$ cat src/sv/rms_pkg.sv
// Shared types and constants of the running median smoother.
`default_nettype none

package rms_pkg;

	// Configuration register indexes and widths
	localparam int unsigned CFG_INDEX_BITS = 1;
	localparam int unsigned WS_BITS = 5;
	localparam logic [CFG_INDEX_BITS-1:0] REG_WINDOW_SIZE = 1'b0;
	localparam logic [CFG_INDEX_BITS-1:0] REG_MEDIAN_ENDS = 1'b1;
	localparam logic [WS_BITS-1:0] WS_RESET = 5'd3;

	// Bit positions inside the result tuser
	localparam int unsigned USER_SERIES_DONE = 0;
	localparam int unsigned USER_TOO_SHORT = 1;
	localparam int unsigned USER_BITS = 2;

	// Sequencer states
	typedef enum logic [2:0] {
		ST_IDLE,
		ST_CMP,
		ST_UPD,
		ST_HEAD,
		ST_MED,
		ST_TAIL,
		ST_SHORT
	} state_t;

	// Commands broadcast to every cell of the row
	typedef struct packed {
		logic cmp;
		logic upd;
		logic full;
	} cell_cmd_t;

endpackage

`default_nettype wire

$ cat src/sv/rms_cell.sv
// One cell of the sample row: holds a sample and its rank inside the window.
`default_nettype none

module rms_cell #(
	parameter int SAMPLE_BITS = 32,
	parameter int IW = 5
) (
	input  wire                       clk,
	input  wire rms_pkg::cell_cmd_t   cmd,
	input  wire                       live,
	input  wire  [SAMPLE_BITS-1:0]    x,
	input  wire  [SAMPLE_BITS-1:0]    o,
	input  wire  [SAMPLE_BITS-1:0]    prev_value,
	input  wire  [IW-1:0]             prev_rank,
	output logic [SAMPLE_BITS-1:0]    value,
	output logic [IW-1:0]             rank,
	output logic [IW-1:0]             rank_next,
	output logic                      before_x
);

	logic [SAMPLE_BITS-1:0] value_q;
	logic [IW-1:0]          rank_q;
	logic                   xlt_s1;
	logic                   ole_s1;
	logic                   bx_s1;

	// Compare phase: order of the new sample and the leaving sample against this one
	always_ff @(posedge clk) begin
		if (cmd.cmp) begin
			xlt_s1 <= $signed(x) < $signed(value_q);
			ole_s1 <= cmd.full && ($signed(o) <= $signed(value_q));
			bx_s1  <= live && ($signed(value_q) <= $signed(x));
		end
	end

	// Update phase: take the neighbor's sample with its adjusted rank
	always_ff @(posedge clk) begin
		if (cmd.upd) begin
			value_q <= prev_value;
			rank_q  <= prev_rank;
		end
	end

	// Rank after the leaving sample drops out and the new one comes in
	assign rank_next = rank_q - IW'(ole_s1) + IW'(xlt_s1);
	assign value = value_q;
	assign rank = rank_q;
	assign before_x = bx_s1;

endmodule

`default_nettype wire

$ cat config.mk
export PLATFORM = sky130hd
export DESIGN_NAME = rms_cell
export DESIGN_NICKNAME = d
export VERILOG_FILES = /design/src/sv/rms_pkg.sv /design/src/sv/rms_cell.sv
export SDC_FILE = /design/constraint.sdc
export NUM_CORES = 1
export LEC_CHECK = 0
export BUFFER_PORTS_ARGS = -buffer_cell sky130_fd_sc_hd__buf_2
export CAP_MARGIN = 20
export CORE_MARGIN = 2
export CORE_UTILIZATION = 42
export CTS_BUF_LIST = sky130_fd_sc_hd__clkbuf_16
export CTS_CLUSTER_DIAMETER = 200
export CTS_CLUSTER_SIZE = 14
export DETAILED_ROUTE_END_ITERATION = 16
export PLACE_DENSITY = 0.84
export SYNTH_ARGS = -nofsm -noshare
export SYNTH_HDL_FRONTEND = slang
export SYNTH_SLANG_ARGS = --single-unit
$ cat constraint.sdc
create_clock -name clk -period 1.99 [get_ports clk]
set_input_delay 0.398 -clock clk [delete_from_list [all_inputs] [get_ports clk]]
set_output_delay 0.398 -clock clk [all_outputs]
set_load 0.01 [all_outputs]
* Word level (Yosys, flattened, before mapping) *
Index checks and enable logic that the tools add are counted.

word-level totals
  register bits = 40
  latch bits = 0
  bits in writable memories = 0
  ROM bits = 0
  bits of input ports = 106
  word-level logic and storage cells = 12
  memories kept = 0

operators by class
  add/sub/neg operators = 2
  $mul = 0
  div/mod/pow operators = 0
  magnitude comparators = 3
  equality and inequality tests = 0
  shifts and indexed selects = 0
  multiplexer cells = 0
  bitwise operators = 0
  reductions and logical operators = 2

operators with widths
  kind                                         count
  32-bit <= comparator                         2
  32-bit less-than comparator                  1
  5-bit by 1-bit adder with 5-bit output       1
  5-bit by 1-bit subtractor with 5-bit output  1
  1-bit logical AND                            2

* Logic depth before layout (Yosys ltp) *
Gate-level depths: netlist (run 1).

  depth in word-level cells = 2
  depth in mapped cells = 10
  gate-level depth less buffers = 10

* Worst setup path after synthesis (run 1) *
No wires, ideal clock.

  path type = reg2reg
  start = register value_q[14], in the netlist value[14]
  end = register bx_s1, in the netlist before_x (data pin)
  setup time = 254 ps
  data arrival time = 1867 ps
  data required time = 1736 ps
  setup slack = -131 ps
  stages on the path, launching flop included = 7
  clock period less this slack = 2121 ps
  cells stage by stage = edfxtp_1 -> ha_1 -> nand4_1 -> or3_1 -> o221a_2 -> o211a_1 -> o21a_1

between the ends
  cells in the longest elaborated chain, start to end = 2

ends and longest elaborated chain
  element                 line            source
  from (decl)             rms_cell.sv:21  logic [SAMPLE_BITS-1:0] value_q;
  from (signal assigned)  rms_cell.sv:39  value_q <= prev_value;
  32-bit <= comparator    rms_cell.sv:32  bx_s1 <= live && ($signed(value_q) <= $signed(x));
  1-bit logical AND       rms_cell.sv:32
  to (signal assigned)    rms_cell.sv:32
  to (decl)               rms_cell.sv:25  logic bx_s1;

Every way passes these cells.
A chain may end at the register's enable or synchronous reset.

* Worst setup path in the final report (run 1) *
  start = register ole_s1
  end = output rank_next[4]

between the ends
  cells in the longest elaborated chain, start to end = 2

ends and longest elaborated chain
  element                                      line            source
  from (decl)                                  rms_cell.sv:24  logic ole_s1;
  from (signal assigned)                       rms_cell.sv:31  ole_s1 <= cmd.full && ($signed(o) <= $signed(value_q));
  5-bit by 1-bit subtractor with 5-bit output  rms_cell.sv:45  assign rank_next = rank_q - IW'(ole_s1) + IW'(xlt_s1);
  5-bit by 1-bit adder with 5-bit output       rms_cell.sv:45
  to (decl)                                    rms_cell.sv:17  output logic [IW-1:0] rank_next,

Every way passes these cells.

==> results.md, run 1 <==
Synth:
- The number of distinct library cells after synthesis is 35.
- After technology mapping, the gate count stands at between 200 and 300.
- Of the total synthesized cell area, the portion taken by full adders, half adders and majority gates is 0.291.
- The total of warnings raised by yosys is 0.
- The portion of synthesized area spent on multiplexers is 0.
- Of the synthesized area, sequential elements account for 0.396.
- The dominant combinational cell family by area after synthesis is adder cells.
- The flip-flop and latch count after synthesis is 40.
- The compound-cell area share of the yosys netlist is 0.115.
- The synthesized area per cell is approximately 10 sq um.
- The number of nets in the synthesized netlist is between 400 and 500.
- Of the total synthesized cell area, the portion taken by AND, OR, NAND and NOR gates is 0.0929.
- Of the total synthesized cell area, the portion taken by XOR and XNOR cells is 0.0116.
- The synthesized area is approximately 0.0030 sq mm.

Detailed routing:
- The final routed wirelength across all metal layers is just under 9 mm.
- The detail route stage leaves a number of antenna-violating nets equal to 0.
- The final route contains ~2900 vias.
- The first detailed-routing pass ran for 6 iterations.
- Using the TritonRoute via totals, the vias-per-cell ratio works out to ~4.9.
- The violation count after the first detailed-routing iteration is 75.
- In the routed design, unresolved DRC markers number 0.
- The average routed wire per standard cell is 14.6 um.

Floorplan:
- Row generation in the floorplan step produced 30 rows.
- The total core area is 0.00691 sq mm.
- Measured along the x axis, the die boundary spans slightly below 90 um.
- approximately 150 I/O pins were placed.
- The floorplan die area is about 0.0079 sq mm.
- The starting utilization of the core area is 0.439.
- The die is approximately 89 um tall.

CTS:
- The worst-skew pair later-pin latency is 0.28 ns.
- The clock-pin transition on the worst setup and hold timing paths is ~0.06 ns.
- The CTS tree is built.
- The clock buffer count from CTS is 5.
- The maximum level of the CTS H-tree is 2.
- Counting along the longest clock path gives a buffer depth of 2.
- The total of hold buffers inserted after clock tree synthesis is 0.
- The clock sink count is 40.
- In this run the clock root is driven by a clkbuf_16.

STA:
- The clock arrives with 0.00264 ns of skew.
- The worst hold-check slack is between 0.2 and 0.3 ns.
- Across all setup checks in the final design, the least slack found is -0.445 ns.
- In the finished design, the share of the clock period the worst path needs comes to 1.22.
- In this run the tightest slew margin relative to its limit is 0.686.
- The upper clock frequency limit is ~0.41 GHz.
- For the pin with the worst max-slew slack, the measured transition is around 0.47 ns.
- Setup repair after global routing could not meet its margin everywhere.
- The hold violation count in the final report is 0.
- The number of slew-limit violations in the final report is 0.
- The shortest clock period the worst path allows after layout is 2.43 ns.
- Setup violations remaining at the end of the flow were counted as 7.

Worst setup path:
- The number of buffer and inverter stages on the critical path is 4.
- The critical path's top delay family is adder cells.
- Walking the worst path, the cells encountered are ha_1, inv_1, ha_2, inv_2, fa_2, inv_2, a21o_1, a21oi_2, xnor2_2, buf_2.
- By instance count, the cell type seen most on the critical path is inv_2.
- Among all stages on the critical path, the largest delay is contributed by edfxtp_1.
- The worst setup path is launched from a register.
- For the worst setup path, the data arrival time is slightly above 2 ns.
- The critical path data required time is 1.59 ns.
- STA classifies the critical path endpoint as an output pin.
- The maximum net fanout on the critical path is 2.
- The critical path start-end classification is register to output pin.
- The delay of the slowest cell on the worst path is roughly 0.37 ns.

Placement:
- The half-perimeter wire length after placement is 7.17 mm.
- The final weighted congestion in routability-driven placement is around 0.80.
- The number of input and output port buffers inserted is ~150.
- The instance area at placement is about 0.0043 sq mm.

Final layout:
- In the layout the commonest cells are buf_2, inv_1, ha_1.
- At the end of the flow, the number of nets in the layout was around 670.
- The repair_antennas step left the layout with diodes totalling 0.
- Relative to the synthesized area, the layout overhead comes to 53.2%.
- The final instance area is 0.00465 sq mm.
- The fraction of final layout cells sized beyond drive strength 1 is 0.473.
- The most common library cell in the layout ignoring fill and taps is buf_2.
- Once layout is complete, the utilization of the core stands at 0.673.

GRT:
- The initial antenna violation count is 0.
- The first global-routing pass estimated between 10 and 15 mm of wire.
- The via count of the first global-routing pass is around 3100.
- For this run, the total global-route usage over all layers was measured as 0.220.
- Entering global routing, the biggest net connects 21 pins.
- Summed over all layers, the global routing overflow is 0.

Power:
- Summed over all cells, the static leakage comes to 2.46 nW.
- The power density normalized to cell area is between 600 and 700 mW/mm^2.
- The maximum ir drop on the vdd rail is about 0.41 mV.

Run status:
- The final reports fail on negative setup slack.
- The flow ran to the end, but the final reports show violations.

Min path:
- The class of the tightest hold or removal check is primary input to register.

Job:
- The tool flagged a number of max-cap violations equal to 0.
## report_power, final
group	switching [mW]	internal [mW]	leakage (nW)
Combinational	0.451	0.503	1.99
Clock	0.313	0.583	0.0789
Sequential	0.0528	1.01	0.392
## cell families after synthesis
logic type      count (synthesis)
simple gates                   51
compound gates                 53
flops                          40
xor+xnor                        4
fa+ha+maj                      70
buf+inv                        75
## worst register-to-register path, stage by stage, from the launching register on
cell,delay (ns)
edfxtp_1,0.44
ha_4,0.25
a21o_1,0.16
a21o_1,0.17
a221o_1,0.35
a211oi_2,0.27
o22ai_1,0.13
o21a_1,0.17
## per-layer routing
metal | vias up | track usage | part of all wire
li1 | 1451 | - | -
met5 | - | 0 | 0
met4 | 0 | 0.0855 | 0.031
met3 | 24 | 0.0462 | 0.061
met1 | 1334 | 0.222 | 0.36
met2 | 126 | 0.435 | 0.55
## synthesized netlist by cell type
library cell | n | area share
a221oi_1 | 2 | 0.0058
o221a_2 | 1 | 0.0037
o211ai_1 | 2 | 0.0050
ha_1 | 69 | 0.28
o21ai_0 | 4 | 0.0066
edfxtp_1 | 40 | 0.40
a21oi_2 | 1 | 0.0029
a211oi_1 | 1 | 0.0025
nor4_2 | 1 | 0.0041
or4_1 | 1 | 0.0025
inv_1 | 75 | 0.093
nand3_2 | 1 | 0.0033
nand3_1 | 6 | 0.0099
a21oi_1 | 24 | 0.040
a21o_1 | 7 | 0.017
fa_1 | 1 | 0.0066
o22ai_1 | 1 | 0.0021
a2111oi_0 | 1 | 0.0029
a211oi_2 | 1 | 0.0041
a211o_1 | 1 | 0.0029
xnor2_1 | 4 | 0.012
o21a_1 | 2 | 0.0050
o211a_1 | 1 | 0.0033
nor4_1 | 1 | 0.0021
nor2_1 | 5 | 0.0062
and2_1 | 1 | 0.0021
nand2_1 | 13 | 0.016
and4_1 | 1 | 0.0029
nor3_1 | 1 | 0.0016
o21ai_1 | 1 | 0.0016
a221o_1 | 3 | 0.0099
or3_1 | 2 | 0.0041
nand3b_1 | 2 | 0.0050
nor2b_1 | 1 | 0.0021
nand4_1 | 15 | 0.031
## metrics by stage
| stage | setup TNS (ns) | cells | power [mW] | setup WS, ns |
|---|---|---|---|---|
| 3_5_place_dp | -1.16 | 583 | 1.96 | -0.286 |
| 5_1_grt | -2.54 | 593 | 3.11 | -0.550 |
| 6_report | -1.81 | 593 | 2.91 | -0.445 |
| 4_1_cts | -1.89 | 593 | 2.90 | -0.470 |
| 2_1_floorplan | -0.243 | 293 | 1.51 | -0.109 |
| 3_3_place_gp | -0.945 | 583 | 1.91 | -0.272 |
## layout make-up
type	instances	area, sq um
fillers	566	2260
multi-input cells	178	1750
flip-flops and latches	40	1200
repair buffers	196	1130
inverters	75	282
clock buffers	5	125
well taps	96	120
clock inverters	3	37.5
## final timing paths
kind / start / to / slack (ns) / depth (start not counted)
setup reg to reg: value[29]$_DFFE_PP_ / before_x$_DFFE_PP_ / -0.19 / 7
hold / removal: prev_value[11] / value[11]$_DFFE_PP_ / 0.29 / 1
hold reg to reg: value[31]$_DFFE_PP_ / xlt_s1$_DFFE_PP_ / 0.96 / 4
setup / recovery: ole_s1$_DFFE_PP_ / rank_next[4] / -0.44 / 10
## sequential cells by signal, indices dropped and copies added, names as in the netlist
name and count:
value 32, before_x 1, ole_s1 1, rank 5
xlt_s1 1
## timing repair
| item | 4_1_cts | 5_1_grt |
|---|---|---|
| buffers inserted | 2 | 0 |
| endpoints found under the hold margin | 0 | 0 |
| pin swaps | 10 | 13 |
| cloned | 0 | 0 |
| resized for setup | 14 | 12 |
| endpoints found under the setup margin | 7 | 7 |
Note: power is estimated with default switching activity, not from simulation.
==> run 2: changes to the inputs <==
- CORE_ASPECT_RATIO: default -> 0.8
==> results.md, run 2 (synthesis results as in run 1) <==
Worst setup path:
- The endpoint identified for the worst register-to-register timing path is before_x$_DFFE_PP_.
- STA classifies the critical path endpoint as an output pin.
- The setup path with the least slack is of type register to output pin.
- The worst-case reg-to-reg path depth came to 6 (-1).
- The worst register-to-register path begins at value[11]$_DFFE_PP_.
- The delay of the slowest cell on the worst path is 0.41 ns (+0.04 ns).
- The maximum net fanout on the critical path is 2 (unchanged).
- The worst-path cell with the longest stage delay is edfxtp_1.
- The cell with the most instances on the worst path is inv_2.
- Walking the worst path, the cells encountered are ha_4, inv_2, ha_4, inv_2, fa_2, inv_2, a21o_1, a21oi_2, xnor2_2, buf_2.
- The worst endpoint data arrival time was 2.04 ns (about the same).
- The register-to-register setup slack came to -0.23 ns (-0.04 ns).
- The critical path data required time came to 1.59 ns (about the same).
- The type of origin of the critical path is a register.

STA:
- The worst slew margin relative to its limit is 0.715 (+0.0290).
- The upper clock frequency limit came to 0.411 GHz (about the same).
- The worst-case clock skew is 0.00413 ns (+0.00149 ns).
- Setup repair after global routing could not meet its margin everywhere.
- The final count of negative-setup-slack endpoints is 7 (unchanged).
- The shortest clock period the worst path allows after layout was 2.43 ns (+0.000242 ns).
- The worst hold-check slack was 0.287 ns (-0.00252 ns).
- The number of slew-limit violations in the final report is 0 (unchanged).
- The hold violation count in the final report is 0 (unchanged).
- The transition time at the pin with the least slew margin is 0.427 ns (-0.0436 ns).
- The post-route clock period utilization is 1.22 (about the same).
- The setup slack after layout was -0.445 ns (-0.000242 ns).

Detailed routing:
- The vias after detailed routing came to 2874 (-2.1%).
- The count of antenna-violating nets left after detailed routing is 0 (unchanged).
- The violation count after the first detailed-routing iteration came to 84 (+12%).
- The number of vias per cell is 4.94 (-0.23%).
- The number of remaining DRC errors is 0 (unchanged).
- The final routed wirelength across all metal layers is 8.35 mm (-3.6%).
- The average routed wire per standard cell was 14.4 um (-1.8%).
- The first-pass iteration count of the detailed router came to 4 (-2).

Floorplan:
- The y dimension of the die came to 80.0 um (-10%).
- The total number of placement rows is 27 (-10%).
- The overall die width was 99.0 um (+11%).
- The total core area is 0.00693 sq mm (+0.27%).
- The count of pins on the block boundary is 149 (unchanged).
- The starting utilization of the core area is 0.438 (-0.00119).
- The floorplan die area is 0.00792 sq mm (about the same).

Final layout:
- The number of antenna cells inserted is 0 (unchanged).
- The number of nets in the finished design is 670 (-0.30%).
- The flip-flop count of the largest register, all copies and words added is 32 (unchanged).
- The layout overhead on the synthesized area is 51.7%.
- Leaving out fill and tap cells, the most frequent cell in the layout is buf_2.
- The final instance area came to 0.00460 sq mm (-1.0%).
- The fraction of final layout cells sized beyond drive strength 1 came to 0.479 (+0.00595).
- The top cell types in the final layout, fill and taps aside, are buf_2, inv_1, ha_1.

Power:
- The power density normalized to cell area was 606 mW/mm^2 (-3.3%).
- The leakage power of the design is 2.45 nW (-0.41%).
- The power consumption is 2.79 mW (-4.3%).
- The maximum ir drop on the vdd rail is 0.438 mV (+5.9%).

Placement:
- The final weighted congestion in routability-driven placement was 0.811 (+1.6%).
- The instance area at placement came to 0.00425 sq mm (-0.96%).
- The half-perimeter wire length after placement is 6.84 mm (-4.6%).
- The number of input and output port buffers inserted is 148 (unchanged).

Run status:
- The checks that failed: negative setup slack.
- The run finished, with violations left.

GRT:
- The via count of the first global-routing pass is 2998 (-3.6%).
- The global routing usage summed across all routing layers was 0.211 (-0.00818).
- The total congestion overflow is 0 (unchanged).
- The initial antenna violation count is 0 (unchanged).
- The wire length of the first global-routing pass is 13.2 mm (-0.47%).
- The pin count of the biggest net entering global routing is 23 (+9.5%).

CTS:
- The clock sink count is 40 (unchanged).
- The buffer depth of the longest clock path is 2 (unchanged).
- The total of hold buffers inserted after clock tree synthesis was 0 (unchanged).
- The maximum level of the CTS H-tree was 2 (unchanged).
- The CTS tree is built.
- The clock-pin transition on the worst setup and hold timing paths is 0.06 ns (about the same).
- The root buffer cell is clkbuf_16.
- The worst-skew pair later-pin latency is 0.28 ns (about the same).
- The clock buffer count from CTS was 5 (unchanged).

Job:
- The max-cap violation count was 0 (unchanged).

Min path:
- The class of the tightest hold or removal check is primary input to register.
- The sink of the worst hold path is value[5]$_DFFE_PP_.
- The start point of the worst hold path is prev_value[5].
- The number of cells on the worst hold path was 1 (unchanged).
==> run 2: cell count changes in the layout (fill, tap and decap cells not counted), sizes merged <==
cell	delta
buf	-2
bufinv	-1
clkinv	+1
==> run 2: critical path, delay by kind of cell, from the launching register on <==
| kind | cells | cell delay, ns |
|---|---|---|
| buf+inv | 4 | 0.26 |
| flops | 1 | 0.41 |
| compound gates | 2 | 0.34 |
| fa+ha+maj | 3 | 0.64 |
| xor+xnor | 1 | 0.12 |
==> run 2: stage by stage <==
stage | utilization | setup slack, ns | TNS, ns | std cells
finish | 0.664 | -0.445 | -1.68 | 582
global route | 0.664 | -0.537 | -2.37 | 582
CTS | 0.653 | -0.472 | -1.61 | 581
detailed placement | 0.614 | -0.308 | -1.17 | 570
global placement | 0.614 | -0.279 | -0.992 | 570
floorplan | - | -0.109 | -0.243 | 293
==> run 2: report_power, final <==
part           leakage, nW  switching [mW]  internal (mW)
Sequential           0.392          0.0512           1.01
Clock               0.0710           0.315          0.455
Combinational         1.99           0.459          0.498
Total                 2.45           0.825           1.96
==> run 2: repair_timing <==
action                                  in CTS  in global routing
pin swaps                                   20                 14
setup buffers                                3                  1
endpoints found under the setup margin       7                  7
gates resized for setup                     21                 12
==> run 2: area by class of cell <==
type | instances | area (sq um)
Fill cell | 565 | 2330
Tap cell | 87 | 109
Clock buffer | 5 | 125
Timing Repair Buffer | 194 | 1110
Inverter | 75 | 284
Clock inverter | 3 | 13.8
Sequential cell | 40 | 1200
Multi-Input combinational cell | 178 | 1760
==> run 2: worst max-delay path by stage <==
stage                                    from                  to  slack (ns)  depth (start not counted)
after CTS                    ole_s1$_DFFE_PP_        rank_next[4]       -0.47                         10
after global placement                  x[10]  before_x$_DFFE_PP_       -0.28                          8
after floorplan           value[15]$_DFFE_PP_  before_x$_DFFE_PP_       -0.11                          6
final                        ole_s1$_DFFE_PP_        rank_next[4]       -0.44                         10
after detailed placement                 x[9]  before_x$_DFFE_PP_       -0.31                          8
after global routing         ole_s1$_DFFE_PP_        rank_next[4]       -0.54                         10
==> run 2: routing by layer <==
layer	vias up	GRT usage	share of wire	routed length (um)
li1	1446	-	-	-
met1	1310	0.255	0.42	3500
met2	114	0.395	0.51	4270
met3	4	0.0438	0.064	538
met4	0	0.0356	0.0056	47
met5	-	0	0	0
